`config.mk`:
```
export PLATFORM = sky130hd
export DESIGN_NAME = linear_interp_resampler
export DESIGN_NICKNAME = d
export VERILOG_FILES = /design/src/sv/lir_pkg.sv /design/src/sv/lir_ctrl.sv /design/src/sv/lir_datapath.sv /design/src/sv/linear_interp_resampler.sv
export SDC_FILE = /design/constraint.sdc
export NUM_CORES = 2
export LEC_CHECK = 0
export ABC_AREA = 1
export BUFFER_PORTS_ARGS = -buffer_cell sky130_fd_sc_hd__clkbuf_2
export CORE_AREA = 2 2 324 262
export DETAILED_ROUTE_END_ITERATION = 10
export DIE_AREA = 0 0 326 264
export GPL_ROUTABILITY_DRIVEN = 0
export PLACE_DENSITY = 0.78
export SLEW_MARGIN = 30
export SYNTH_ARGS = -nofsm -noshare
export SYNTH_HDL_FRONTEND = slang
export SYNTH_SLANG_ARGS = --single-unit
```
`constraint.sdc`:
```
create_clock -name clock -period 19 [get_ports clock]
set_input_delay 1.9 -clock clock [delete_from_list [all_inputs] [get_ports clock]]
set_output_delay 1.9 -clock clock [all_outputs]
set_load 0.1 [all_outputs]
```
`src/sv/lir_pkg.sv`:
```
`timescale 1ns / 1ps

package lir_pkg;

   localparam int SAMPLE_W    = 16;
   localparam int PHASE_BITS  = 16;
   localparam int MAX_OUTPUTS = 32;
   localparam int COUNT_W     = $clog2(MAX_OUTPUTS + 1);
   localparam int INDEX_W     = 5;
   localparam int AXES        = 3;
   localparam int DIFF_W      = SAMPLE_W + 1;
   localparam int PROD_W      = DIFF_W + PHASE_BITS + 1;
   localparam int NUM_W       = PROD_W + 1;
   localparam int QUOT_W      = NUM_W - PHASE_BITS;

   localparam logic [PHASE_BITS-1:0] INC_RESET = PHASE_BITS'(32768);

   localparam logic KIND_ANCHOR = 1'b0;
   localparam logic KIND_SAMPLE = 1'b1;

   typedef struct packed {
      logic load_anchor;
      logic load_sample;
      logic do_mul;
      logic do_fin;
   } cmd_type;

   typedef struct packed {
      logic limit;
      logic last;
   } status_type;

endpackage

```
`src/sv/lir_ctrl.sv`:
```
`timescale 1ns / 1ps

module lir_ctrl (
   input  logic                 clock,
   input  logic                 reset,
   input  logic                 req_valid,
   input  logic                 req_kind,
   output logic                 req_stall,
   output logic                 rsp_valid,
   input  logic                 rsp_stall,
   input  lir_pkg::status_type  status,
   output lir_pkg::cmd_type     cmd
);

   typedef enum logic [1:0] {
      ST_IDLE,
      ST_MUL,
      ST_FIN,
      ST_OUT
   } state_type;

   state_type state_ff;
   state_type state_in;
   logic      rsp_valid_ff;
   logic      rsp_valid_in;
   logic      accept;

   assign req_stall = (state_ff != ST_IDLE);
   assign accept    = req_valid && (state_ff == ST_IDLE);
   assign rsp_valid = rsp_valid_ff;

   always_comb begin
      cmd.load_anchor = accept && (req_kind == lir_pkg::KIND_ANCHOR);
      cmd.load_sample = accept && (req_kind == lir_pkg::KIND_SAMPLE) && !status.limit;
      cmd.do_mul      = (state_ff == ST_MUL);
      cmd.do_fin      = (state_ff == ST_FIN);
   end

   always_comb begin
      state_in     = state_ff;
      rsp_valid_in = rsp_valid_ff;
      case (state_ff)
         ST_IDLE: begin
            if (cmd.load_sample) begin
               state_in = ST_MUL;
            end
         end
         ST_MUL: begin
            state_in = ST_FIN;
         end
         ST_FIN: begin
            state_in     = ST_OUT;
            rsp_valid_in = 1'b1;
         end
         ST_OUT: begin
            if (!rsp_stall) begin
               rsp_valid_in = 1'b0;
               // phase wrapped or limit hit: this request is done
               state_in     = status.last ? ST_IDLE : ST_MUL;
            end
         end
         default: begin
            state_in     = ST_IDLE;
            rsp_valid_in = 1'b0;
         end
      endcase
   end

   always_ff @(posedge clock) begin
      if (reset) begin
         state_ff     <= ST_IDLE;
         rsp_valid_ff <= 1'b0;
      end else begin
         state_ff     <= state_in;
         rsp_valid_ff <= rsp_valid_in;
      end
   end

endmodule

```
`src/sv/lir_datapath.sv`:
```
`timescale 1ns / 1ps

module lir_datapath (
   input  logic                                  clock,
   input  logic                                  reset,
   input  lir_pkg::cmd_type                      cmd,
   output lir_pkg::status_type                   status,
   input  logic signed [lir_pkg::SAMPLE_W-1:0]   req_x,
   input  logic signed [lir_pkg::SAMPLE_W-1:0]   req_y,
   input  logic signed [lir_pkg::SAMPLE_W-1:0]   req_z,
   input  logic        [lir_pkg::PHASE_BITS-1:0] req_start_phase,
   input  logic                                  csr_write,
   input  logic        [lir_pkg::PHASE_BITS-1:0] csr_phase_increment,
   output logic signed [lir_pkg::SAMPLE_W-1:0]   rsp_out_x,
   output logic signed [lir_pkg::SAMPLE_W-1:0]   rsp_out_y,
   output logic signed [lir_pkg::SAMPLE_W-1:0]   rsp_out_z,
   output logic        [lir_pkg::INDEX_W-1:0]    rsp_output_index,
   output logic                                  rsp_last_of_run
);

   logic signed [lir_pkg::SAMPLE_W-1:0]   a_ff    [lir_pkg::AXES];
   logic signed [lir_pkg::SAMPLE_W-1:0]   b_ff    [lir_pkg::AXES];
   logic signed [lir_pkg::PROD_W-1:0]     prod_ff [lir_pkg::AXES];
   logic signed [lir_pkg::PROD_W-1:0]     prod_in [lir_pkg::AXES];
   logic signed [lir_pkg::SAMPLE_W-1:0]   out_ff  [lir_pkg::AXES];
   logic signed [lir_pkg::SAMPLE_W-1:0]   out_in  [lir_pkg::AXES];
   logic signed [lir_pkg::SAMPLE_W-1:0]   req_s   [lir_pkg::AXES];
   logic        [lir_pkg::PHASE_BITS-1:0] phase_ff;
   logic        [lir_pkg::PHASE_BITS-1:0] inc_ff;
   logic        [lir_pkg::COUNT_W-1:0]    count_ff;
   logic        [lir_pkg::COUNT_W-1:0]    count_in;
   logic        [lir_pkg::INDEX_W-1:0]    index_ff;
   logic                                  last_ff;
   logic        [lir_pkg::PHASE_BITS:0]   phase_sum;
   logic                                  wrap;

   assign req_s[0] = req_x;
   assign req_s[1] = req_y;
   assign req_s[2] = req_z;

   assign phase_sum = {1'b0, phase_ff} + {1'b0, inc_ff};
   assign wrap      = phase_sum[lir_pkg::PHASE_BITS];
   assign count_in  = count_ff + lir_pkg::COUNT_W'(1);

   assign status.limit = (count_ff == lir_pkg::COUNT_W'(lir_pkg::MAX_OUTPUTS));
   assign status.last  = last_ff;

   // per axis: phase*(b-a), then a*one + product truncated toward zero
   always_comb begin
      logic signed [lir_pkg::DIFF_W-1:0]       diff;
      logic signed [lir_pkg::PHASE_BITS:0]     ph_s;
      logic signed [lir_pkg::NUM_W-1:0]        num;
      logic signed [lir_pkg::QUOT_W-1:0]       quot;
      diff = '0;
      ph_s = '0;
      num  = '0;
      quot = '0;
      for (int i = 0; i < lir_pkg::AXES; i++) begin
         diff = {b_ff[i][lir_pkg::SAMPLE_W-1], b_ff[i]}
              - {a_ff[i][lir_pkg::SAMPLE_W-1], a_ff[i]};
         ph_s = {1'b0, phase_ff};
         prod_in[i] = lir_pkg::PROD_W'(diff) * lir_pkg::PROD_W'(ph_s);
         num = {{(lir_pkg::NUM_W - lir_pkg::SAMPLE_W - lir_pkg::PHASE_BITS)
                 {a_ff[i][lir_pkg::SAMPLE_W-1]}},
                a_ff[i], {lir_pkg::PHASE_BITS{1'b0}}}
             + {prod_ff[i][lir_pkg::PROD_W-1], prod_ff[i]};
         quot = num[lir_pkg::NUM_W-1:lir_pkg::PHASE_BITS];
         if (num[lir_pkg::NUM_W-1] && (|num[lir_pkg::PHASE_BITS-1:0])) begin
            quot = quot + lir_pkg::QUOT_W'(1);
         end
         out_in[i] = quot[lir_pkg::SAMPLE_W-1:0];
      end
   end

   always_ff @(posedge clock) begin
      if (reset) begin
         inc_ff   <= lir_pkg::INC_RESET;
         phase_ff <= '0;
         count_ff <= '0;
         last_ff  <= 1'b0;
         for (int i = 0; i < lir_pkg::AXES; i++) begin
            a_ff[i] <= '0;
         end
      end else begin
         if (csr_write) begin
            inc_ff <= csr_phase_increment;
         end
         if (cmd.load_anchor) begin
            phase_ff <= req_start_phase;
            count_ff <= '0;
            for (int i = 0; i < lir_pkg::AXES; i++) begin
               a_ff[i] <= req_s[i];
            end
         end
         if (cmd.do_fin) begin
            phase_ff <= phase_sum[lir_pkg::PHASE_BITS-1:0];
            count_ff <= count_in;
            last_ff  <= wrap || (count_in == lir_pkg::COUNT_W'(lir_pkg::MAX_OUTPUTS));
            if (wrap) begin
               for (int i = 0; i < lir_pkg::AXES; i++) begin
                  a_ff[i] <= b_ff[i];
               end
            end
         end
      end
   end

   always_ff @(posedge clock) begin
      if (cmd.load_sample) begin
         for (int i = 0; i < lir_pkg::AXES; i++) begin
            b_ff[i] <= req_s[i];
         end
      end
      if (cmd.do_mul) begin
         for (int i = 0; i < lir_pkg::AXES; i++) begin
            prod_ff[i] <= prod_in[i];
         end
      end
      if (cmd.do_fin) begin
         index_ff <= count_ff[lir_pkg::INDEX_W-1:0];
         for (int i = 0; i < lir_pkg::AXES; i++) begin
            out_ff[i] <= out_in[i];
         end
      end
   end

   assign rsp_out_x        = out_ff[0];
   assign rsp_out_y        = out_ff[1];
   assign rsp_out_z        = out_ff[2];
   assign rsp_output_index = index_ff;
   assign rsp_last_of_run  = last_ff;

endmodule

```
`src/sv/linear_interp_resampler.sv`:
```
`timescale 1ns / 1ps
// anchor request: taken while idle, leaves the block idle, gives no result
// sample request (dropped once the output limit is reached): each result passes the multiply stage,
// then the round stage into the output register; a further result starts once the previous is taken
// a sample request occupies the block until its last result is taken, output stalls included
// reset: synchronous, clears phase, count and previous sample, increment back to 32768
module linear_interp_resampler (
   input  logic                                  clock,
   input  logic                                  reset,
   input  logic                                  req_valid,
   output logic                                  req_stall,
   input  logic                                  req_kind,
   input  logic signed [lir_pkg::SAMPLE_W-1:0]   req_x,
   input  logic signed [lir_pkg::SAMPLE_W-1:0]   req_y,
   input  logic signed [lir_pkg::SAMPLE_W-1:0]   req_z,
   input  logic        [lir_pkg::PHASE_BITS-1:0] req_start_phase,
   output logic                                  rsp_valid,
   input  logic                                  rsp_stall,
   output logic signed [lir_pkg::SAMPLE_W-1:0]   rsp_out_x,
   output logic signed [lir_pkg::SAMPLE_W-1:0]   rsp_out_y,
   output logic signed [lir_pkg::SAMPLE_W-1:0]   rsp_out_z,
   output logic        [lir_pkg::INDEX_W-1:0]    rsp_output_index,
   output logic                                  rsp_last_of_run,
   input  logic                                  csr_valid,
   output logic                                  csr_ready,
   input  logic        [lir_pkg::PHASE_BITS-1:0] csr_phase_increment
);

   lir_pkg::cmd_type    cmd;
   lir_pkg::status_type status;

   assign csr_ready = 1'b1;

   lir_ctrl u_ctrl (
      .clock     (clock),
      .reset     (reset),
      .req_valid (req_valid),
      .req_kind  (req_kind),
      .req_stall (req_stall),
      .rsp_valid (rsp_valid),
      .rsp_stall (rsp_stall),
      .status    (status),
      .cmd       (cmd)
   );

   lir_datapath u_datapath (
      .clock               (clock),
      .reset               (reset),
      .cmd                 (cmd),
      .status              (status),
      .req_x               (req_x),
      .req_y               (req_y),
      .req_z               (req_z),
      .req_start_phase     (req_start_phase),
      .csr_write           (csr_valid && csr_ready),
      .csr_phase_increment (csr_phase_increment),
      .rsp_out_x           (rsp_out_x),
      .rsp_out_y           (rsp_out_y),
      .rsp_out_z           (rsp_out_z),
      .rsp_output_index    (rsp_output_index),
      .rsp_last_of_run     (rsp_last_of_run)
   );

endmodule
```
After elaboration in Yosys (flattened, before gate mapping)
Memories as Yosys holds them, arrays and structs flattened.
Cells that the tools add are included.
- memory bits (writable): 246
- memories: 4
- bits of input ports: 86
- output and inout port bits: 57
- register bits: 47
- memory list (name ; depth ; bits a word ; read ports ; clocked after memory_dff ; wr ports ; line ; source):
    u_datapath.prod_ff ; 3 ; 34 ; 3 ; 0 ; 3 ; lir_datapath.sv:23 ; logic signed [lir_pkg::PROD_W-1:0] prod_ff [lir_pkg::AXES];
    u_datapath.a_ff ; 3 ; 16 ; 3 ; 0 ; 3 ; lir_datapath.sv:21 ; logic signed [lir_pkg::SAMPLE_W-1:0] a_ff [lir_pkg::AXES];
    u_datapath.b_ff ; 3 ; 16 ; 3 ; 0 ; 3 ; lir_datapath.sv:22 ; logic signed [lir_pkg::SAMPLE_W-1:0] b_ff [lir_pkg::AXES];
    u_datapath.out_ff ; 3 ; 16 ; 3 ; 0 ; 3 ; lir_datapath.sv:25 ; logic signed [lir_pkg::SAMPLE_W-1:0] out_ff [lir_pkg::AXES];
- equality and inequality tests: 7
- bitwise gates (word level): 7
- $mul: 3
- muxes and demuxes: 34
- $add $sub $neg: 11
- reduce and logical (&&, ||, !) cells: 18
- operators by type and width (kind ; number):
    $mux 16 ; 11
    $add 32x34->35 ; 3
    $mul 17x17->34 ; 3
    $sub 16x16->17 ; 3
    $add 16x2->16 const B ; 3
    $reduce_or 16->1 ; 3
    $add 16x16->17 ; 1
    $mux 1 ; 17
    $eq 6x6->1 const B ; 2
    $mux 6 ; 2
    $pmux 2 s4 ; 1
    $logic_and 1x1->1 ; 7
    $add 6x1->6 const B ; 1
    $or 1x1->1 ; 6
    $reduce_bool 2->1 ; 3
    $eq 2x2->1 const B ; 2
    $mux 2 ; 2
    $ne 2x2->1 const B ; 2
    $reduce_and 2->1 ; 2
    $eq 2x1->1 const B ; 1
    $logic_not 2->1 ; 1
    $pmux 1 s2 ; 1
    $logic_not 1->1 ; 1
    $logic_or 1x1->1 ; 1
    $not 1->1 ; 1

Depth between registers and ports, before layout
- depth in word-level cells: 8
- depth in mapped cells: 36
- gate-level depth less buffers: 34

By module
A second synthesis with hierarchy kept.
- cells, all modules: 6030
- area, all modules: 50001.7 sq um
- modules (own cells, without submodules) (module ; times used ; cells an instance ; sequential area each (sq um) ; area an instance (sq um)):
    lir_datapath ; 1 ; 5990 ; 8318.0 ; 49740.2
    lir_ctrl ; 1 ; 38 ; 60.1 ; 250.2
    linear_interp_resampler ; 1 ; 2 ; 0.0 ; 11.3

Worst setup path before layout
No wires, ideal clock.
- path type: register -> register
- from: mem u_datapath.a_ff[0][32] (netlist bit)
- to: mem u_datapath.prod_ff[0][100] (netlist bit), data pin
- slack: 11.903 ns
- library setup time: 0.265 ns
- data arrival time: 6.832 ns
- path buffers: 1
- stages on the path, launching flop included: 32
- required time: 18.735 ns
- cells stage by stage: edfxtp_1 ha_1 fa_1 o21ai_1 a21oi_2 o21ai_2 nand3_1 nand4_1 or2_2 nand2_2 nor2_1 inv_1 fa_1 inv_1 fa_1 clkbuf_1 inv_1 fa_1 fa_1 inv_1 fa_1 inv_1 fa_1 inv_1 ha_1 nand2_1 inv_1 a221oi_1 o21ai_0 a21oi_1 o21ai_0 xor2_1
- RTL lines (element ; line):
    from (decl) ; lir_datapath.sv:21
    to (decl) ; lir_datapath.sv:23

==> results.toml <==
[outcome]
status = "finished, final reports clean"

[die]
initial_core_util_pct = 60.2
std_cell_rows = 95
fp.dieH_um = 264
die-area_um2 = 86100
ioPinCount = 143
die_w_um = 326
core_area_um2 = 83100

[worst_setup_path]
cp-start-kind = "flop"
worst_r2r_endpoint = "u_datapath.prod_ff[0][58]"
slowest_stage = "fa_1"
crit_fanout = 12
ff2ff_path_depth = 25
cp.required_ns = 19.32
crit_start = "u_datapath.a_ff[0][16]"
cp_common_cell = "fa_1"
critical_path.max_stage_delay_ns = 0.80
r2r_start = "u_datapath.a_ff[0][16]"
rrSetupSlack_ns = 10.76
crit_arrival_ns = 8.56
path_class = "reg -> reg"
crit_path_end_kind = "flop"
crit_end = "u_datapath.prod_ff[0][58]"

[placement]
dp_hpwl_um = 107000
port_buffers = 141

[synth]
yosys_warnings = 0
synth-seq-cells = 293
synth-async-reset-ratio_pct = 0
syn_inst = 6099
ys_types = 53
synth_ff_type = "edfxtp_1"
avgSynthCellArea_um2 = 8.20
synth_fp_nets = 7403
synth_edf_count = 251
syn_area_um2 = 50000
seq_area_frac_synth_pct = 16.8

[worst_hold_path]
hp-class = "reg -> reg"

[global_route]
grt_overflow = 0
grt_pass1_wl_um = 217000
grt_pass1_vias = 41460
grt_antenna_before_repair = 2
grtUsageTotal_pct = 31.8
grt_start_max_net_pins = 63

[run]
maxCapViolations = 0

[drt]
routed_via_density = 5.59
drt.antenna.violating_nets = 0
route.detailed.drc = 0
drt-total-wl_um = 134000
dr.pass1.iters = 8
vias = 40931
drt_iter0_drc = 3888
wl_per_cell_um = 18.3

[sta]
tns_ns = 0
slew_headroom_pct = 32.9
finClkSkew_ns = 0.0199
hold_viol_final = 0
setup_viol = 0
max_freq_mhz = 121
worstMarginPinSlew_ns = 1.01
rsz0062_at_grt = "false"
fin_crit_sh_pct = 43.4
slew_violations = 0
fin_crit_ns = 8.24

[cells_and_area]
layout-drive-gt1-share_pct = 5.72
syn2layout_area_growth_pct = 6.34
nets = 7487

[cts]
post_cts_resized = 0
cts_buffers = 37
insertion_delay_ns = 0.58
root_buffer = "clkbuf_16"
path_clk_slew_ns = 0.06
post-cts-setup-buffers = 0
cts_buffer_depth = 3
numClockSinks = 293
cts_hold_buf = 0
htreeDepth = 2
cts_tree = "done"
[Yosys cell counts, drive strengths merged, types with 7 or more instances]
library cell | instances | area (um2)
clkbuf | 111 | 417
xor2 | 112 | 1000
nand3 | 270 | 1370
nand3b | 19 | 143
inv | 1540 | 5780
fa | 827 | 16600
nor3 | 39 | 254
xnor2 | 80 | 716
or2 | 57 | 357
clkinv | 17 | 63.8
o21bai | 16 | 120
o31ai | 7 | 52.6
a21oi | 205 | 1040
a31oi | 19 | 119
o21a | 11 | 82.6
nor2 | 638 | 2400
nand2 | 1095 | 4140
buf | 30 | 173
o22ai | 52 | 325
nand4 | 59 | 369
edfxtp | 251 | 7540
a221oi | 11 | 96.3
o21ai | 129 | 657
dfxtp | 42 | 841
nor4 | 20 | 125
ha | 391 | 4890
a21o | 24 | 181
[worst max-delay path, delay by kind of cell (launching register included)]
family	cells	cell delay, ns
fa+ha+maj	9	4.36
simple gates	12	2.82
flops	1	0.40
buf+inv	2	0.20
compound gates	1	0.10
xor+xnor	1	0.09
[state kept, by name, indices dropped and copies added (netlist names)]
register                     flops
u_ctrl.rsp_valid                 1
u_ctrl.state_ff                  2
u_datapath.a_ff                 48
u_datapath.b_ff                 48
u_datapath.count_ff              6
u_datapath.inc_ff               16
u_datapath.out_ff               48
u_datapath.phase_ff             16
u_datapath.prod_ff             102
u_datapath.rsp_last_of_run       1
u_datapath.rsp_output_index      5
[placed cells by master (no fill, tap or decap), types with 6 or more instances in the layout]
| cell type | Yosys | final |
|---|---|---|
| nand3_1 | 267 | 264 |
| inv_1 | 1532 | 1531 |
| o21bai_1 | 16 | 16 |
| clkinv_1 | 17 | 21 |
| nand4_1 | 59 | 59 |
| xor2_1 | 109 | 107 |
| dfxtp_1 | 42 | 38 |
| nand2_2 | 10 | 10 |
| a21o_1 | 23 | 23 |
| o21ai_0 | 123 | 123 |
| edfxtp_1 | 251 | 251 |
| or2_2 | 53 | 53 |
| buf_4 | 7 | 45 |
| ha_1 | 391 | 389 |
| clkbuf_16 | 0 | 37 |
| nand2_1 | 1085 | 1085 |
| a31oi_1 | 19 | 19 |
| o22ai_1 | 52 | 52 |
| nand3b_1 | 19 | 19 |
| xnor2_1 | 78 | 77 |
| nor3_1 | 31 | 31 |
| nor2_1 | 636 | 636 |
| clkbuf_1 | 111 | 6 |
| o31ai_1 | 7 | 7 |
| a21oi_1 | 202 | 202 |
| inv_2 | 8 | 9 |
| fa_1 | 827 | 827 |
| nand3_2 | 3 | 6 |
| nor4_1 | 20 | 20 |
| o21a_1 | 11 | 11 |
| clkbuf_2 | 0 | 141 |
| a221oi_1 | 11 | 11 |
[final cells by class]
type                    instances  area (um2)
diodes                          2        5.00
inverters                    1557        5840
well taps                    1115        1400
clock inverters                22         280
repair buffers                186        1040
flip-flops and latches        293        8380
fillers                      6983       29900
multi-input cells            4108       35300
clock buffers                  43         948
[how the worst min path moves through the flow]
stage / end / startpoint / slack, ns / depth (start not counted)
after floorplan: u_datapath.rsp_output_index[4] / u_datapath.count_ff[4] / 0.41 / 0
after global placement: u_datapath.rsp_output_index[4] / u_datapath.count_ff[4] / 0.45 / 0
after detailed placement: u_datapath.rsp_output_index[4] / u_datapath.count_ff[4] / 0.47 / 0
after CTS: u_datapath.rsp_output_index[4] / u_datapath.count_ff[4] / 0.49 / 0
after global routing: u_datapath.rsp_output_index[4] / u_datapath.count_ff[4] / 0.48 / 0
final: u_datapath.rsp_output_index[4] / u_datapath.count_ff[4] / 0.49 / 0
[metal layers]
| metal | part of all wire [%] | global-route usage (%) | routed length [um] | vias to the layer above |
|---|---|---|---|---|
| li1 | - | - | - | 18644 |
| met1 | 40 | 43.0 | 53200 | 19717 |
| met2 | 45 | 49.8 | 59800 | 2185 |
| met3 | 11 | 7.48 | 15100 | 385 |
| met4 | 4.3 | 12.2 | 5690 | 0 |
| met5 | 0 | 0 | 0 | - |
[through the flow]
stage          setup WS, ns  util, %  hold slack [ns]  instances  cell area (um2)
4_1_cts               10.91     64.0            0.486       7324            53200
3_5_place_dp          10.94     62.5            0.471       7259            51900
3_3_place_gp          11.00     62.5            0.451       7259            51900
5_1_grt               10.28     64.0            0.483       7324            53200
6_report              10.76     64.0            0.485       7326            53200
2_1_floorplan         11.90        -            0.408       6099            50000
[cells by family (layout without fill, tap and decap cells)]
logic type	Yosys count	after routing	share of synthesized area, %
AND/OR/NAND/NOR	2202	2202	18.4
XOR/XNOR	192	192	3.44
flip-flops	293	293	16.8
AO/OA/AOI/OAI	495	495	5.69
adder cells (fa/ha/maj)	1218	1218	42.9
buffers and inverters	1698	1808	12.9
other	1	3	0.00750
Power is not shown: default switching activity piles up to over one toggle a cycle in this logic, so the estimate is an artifact.
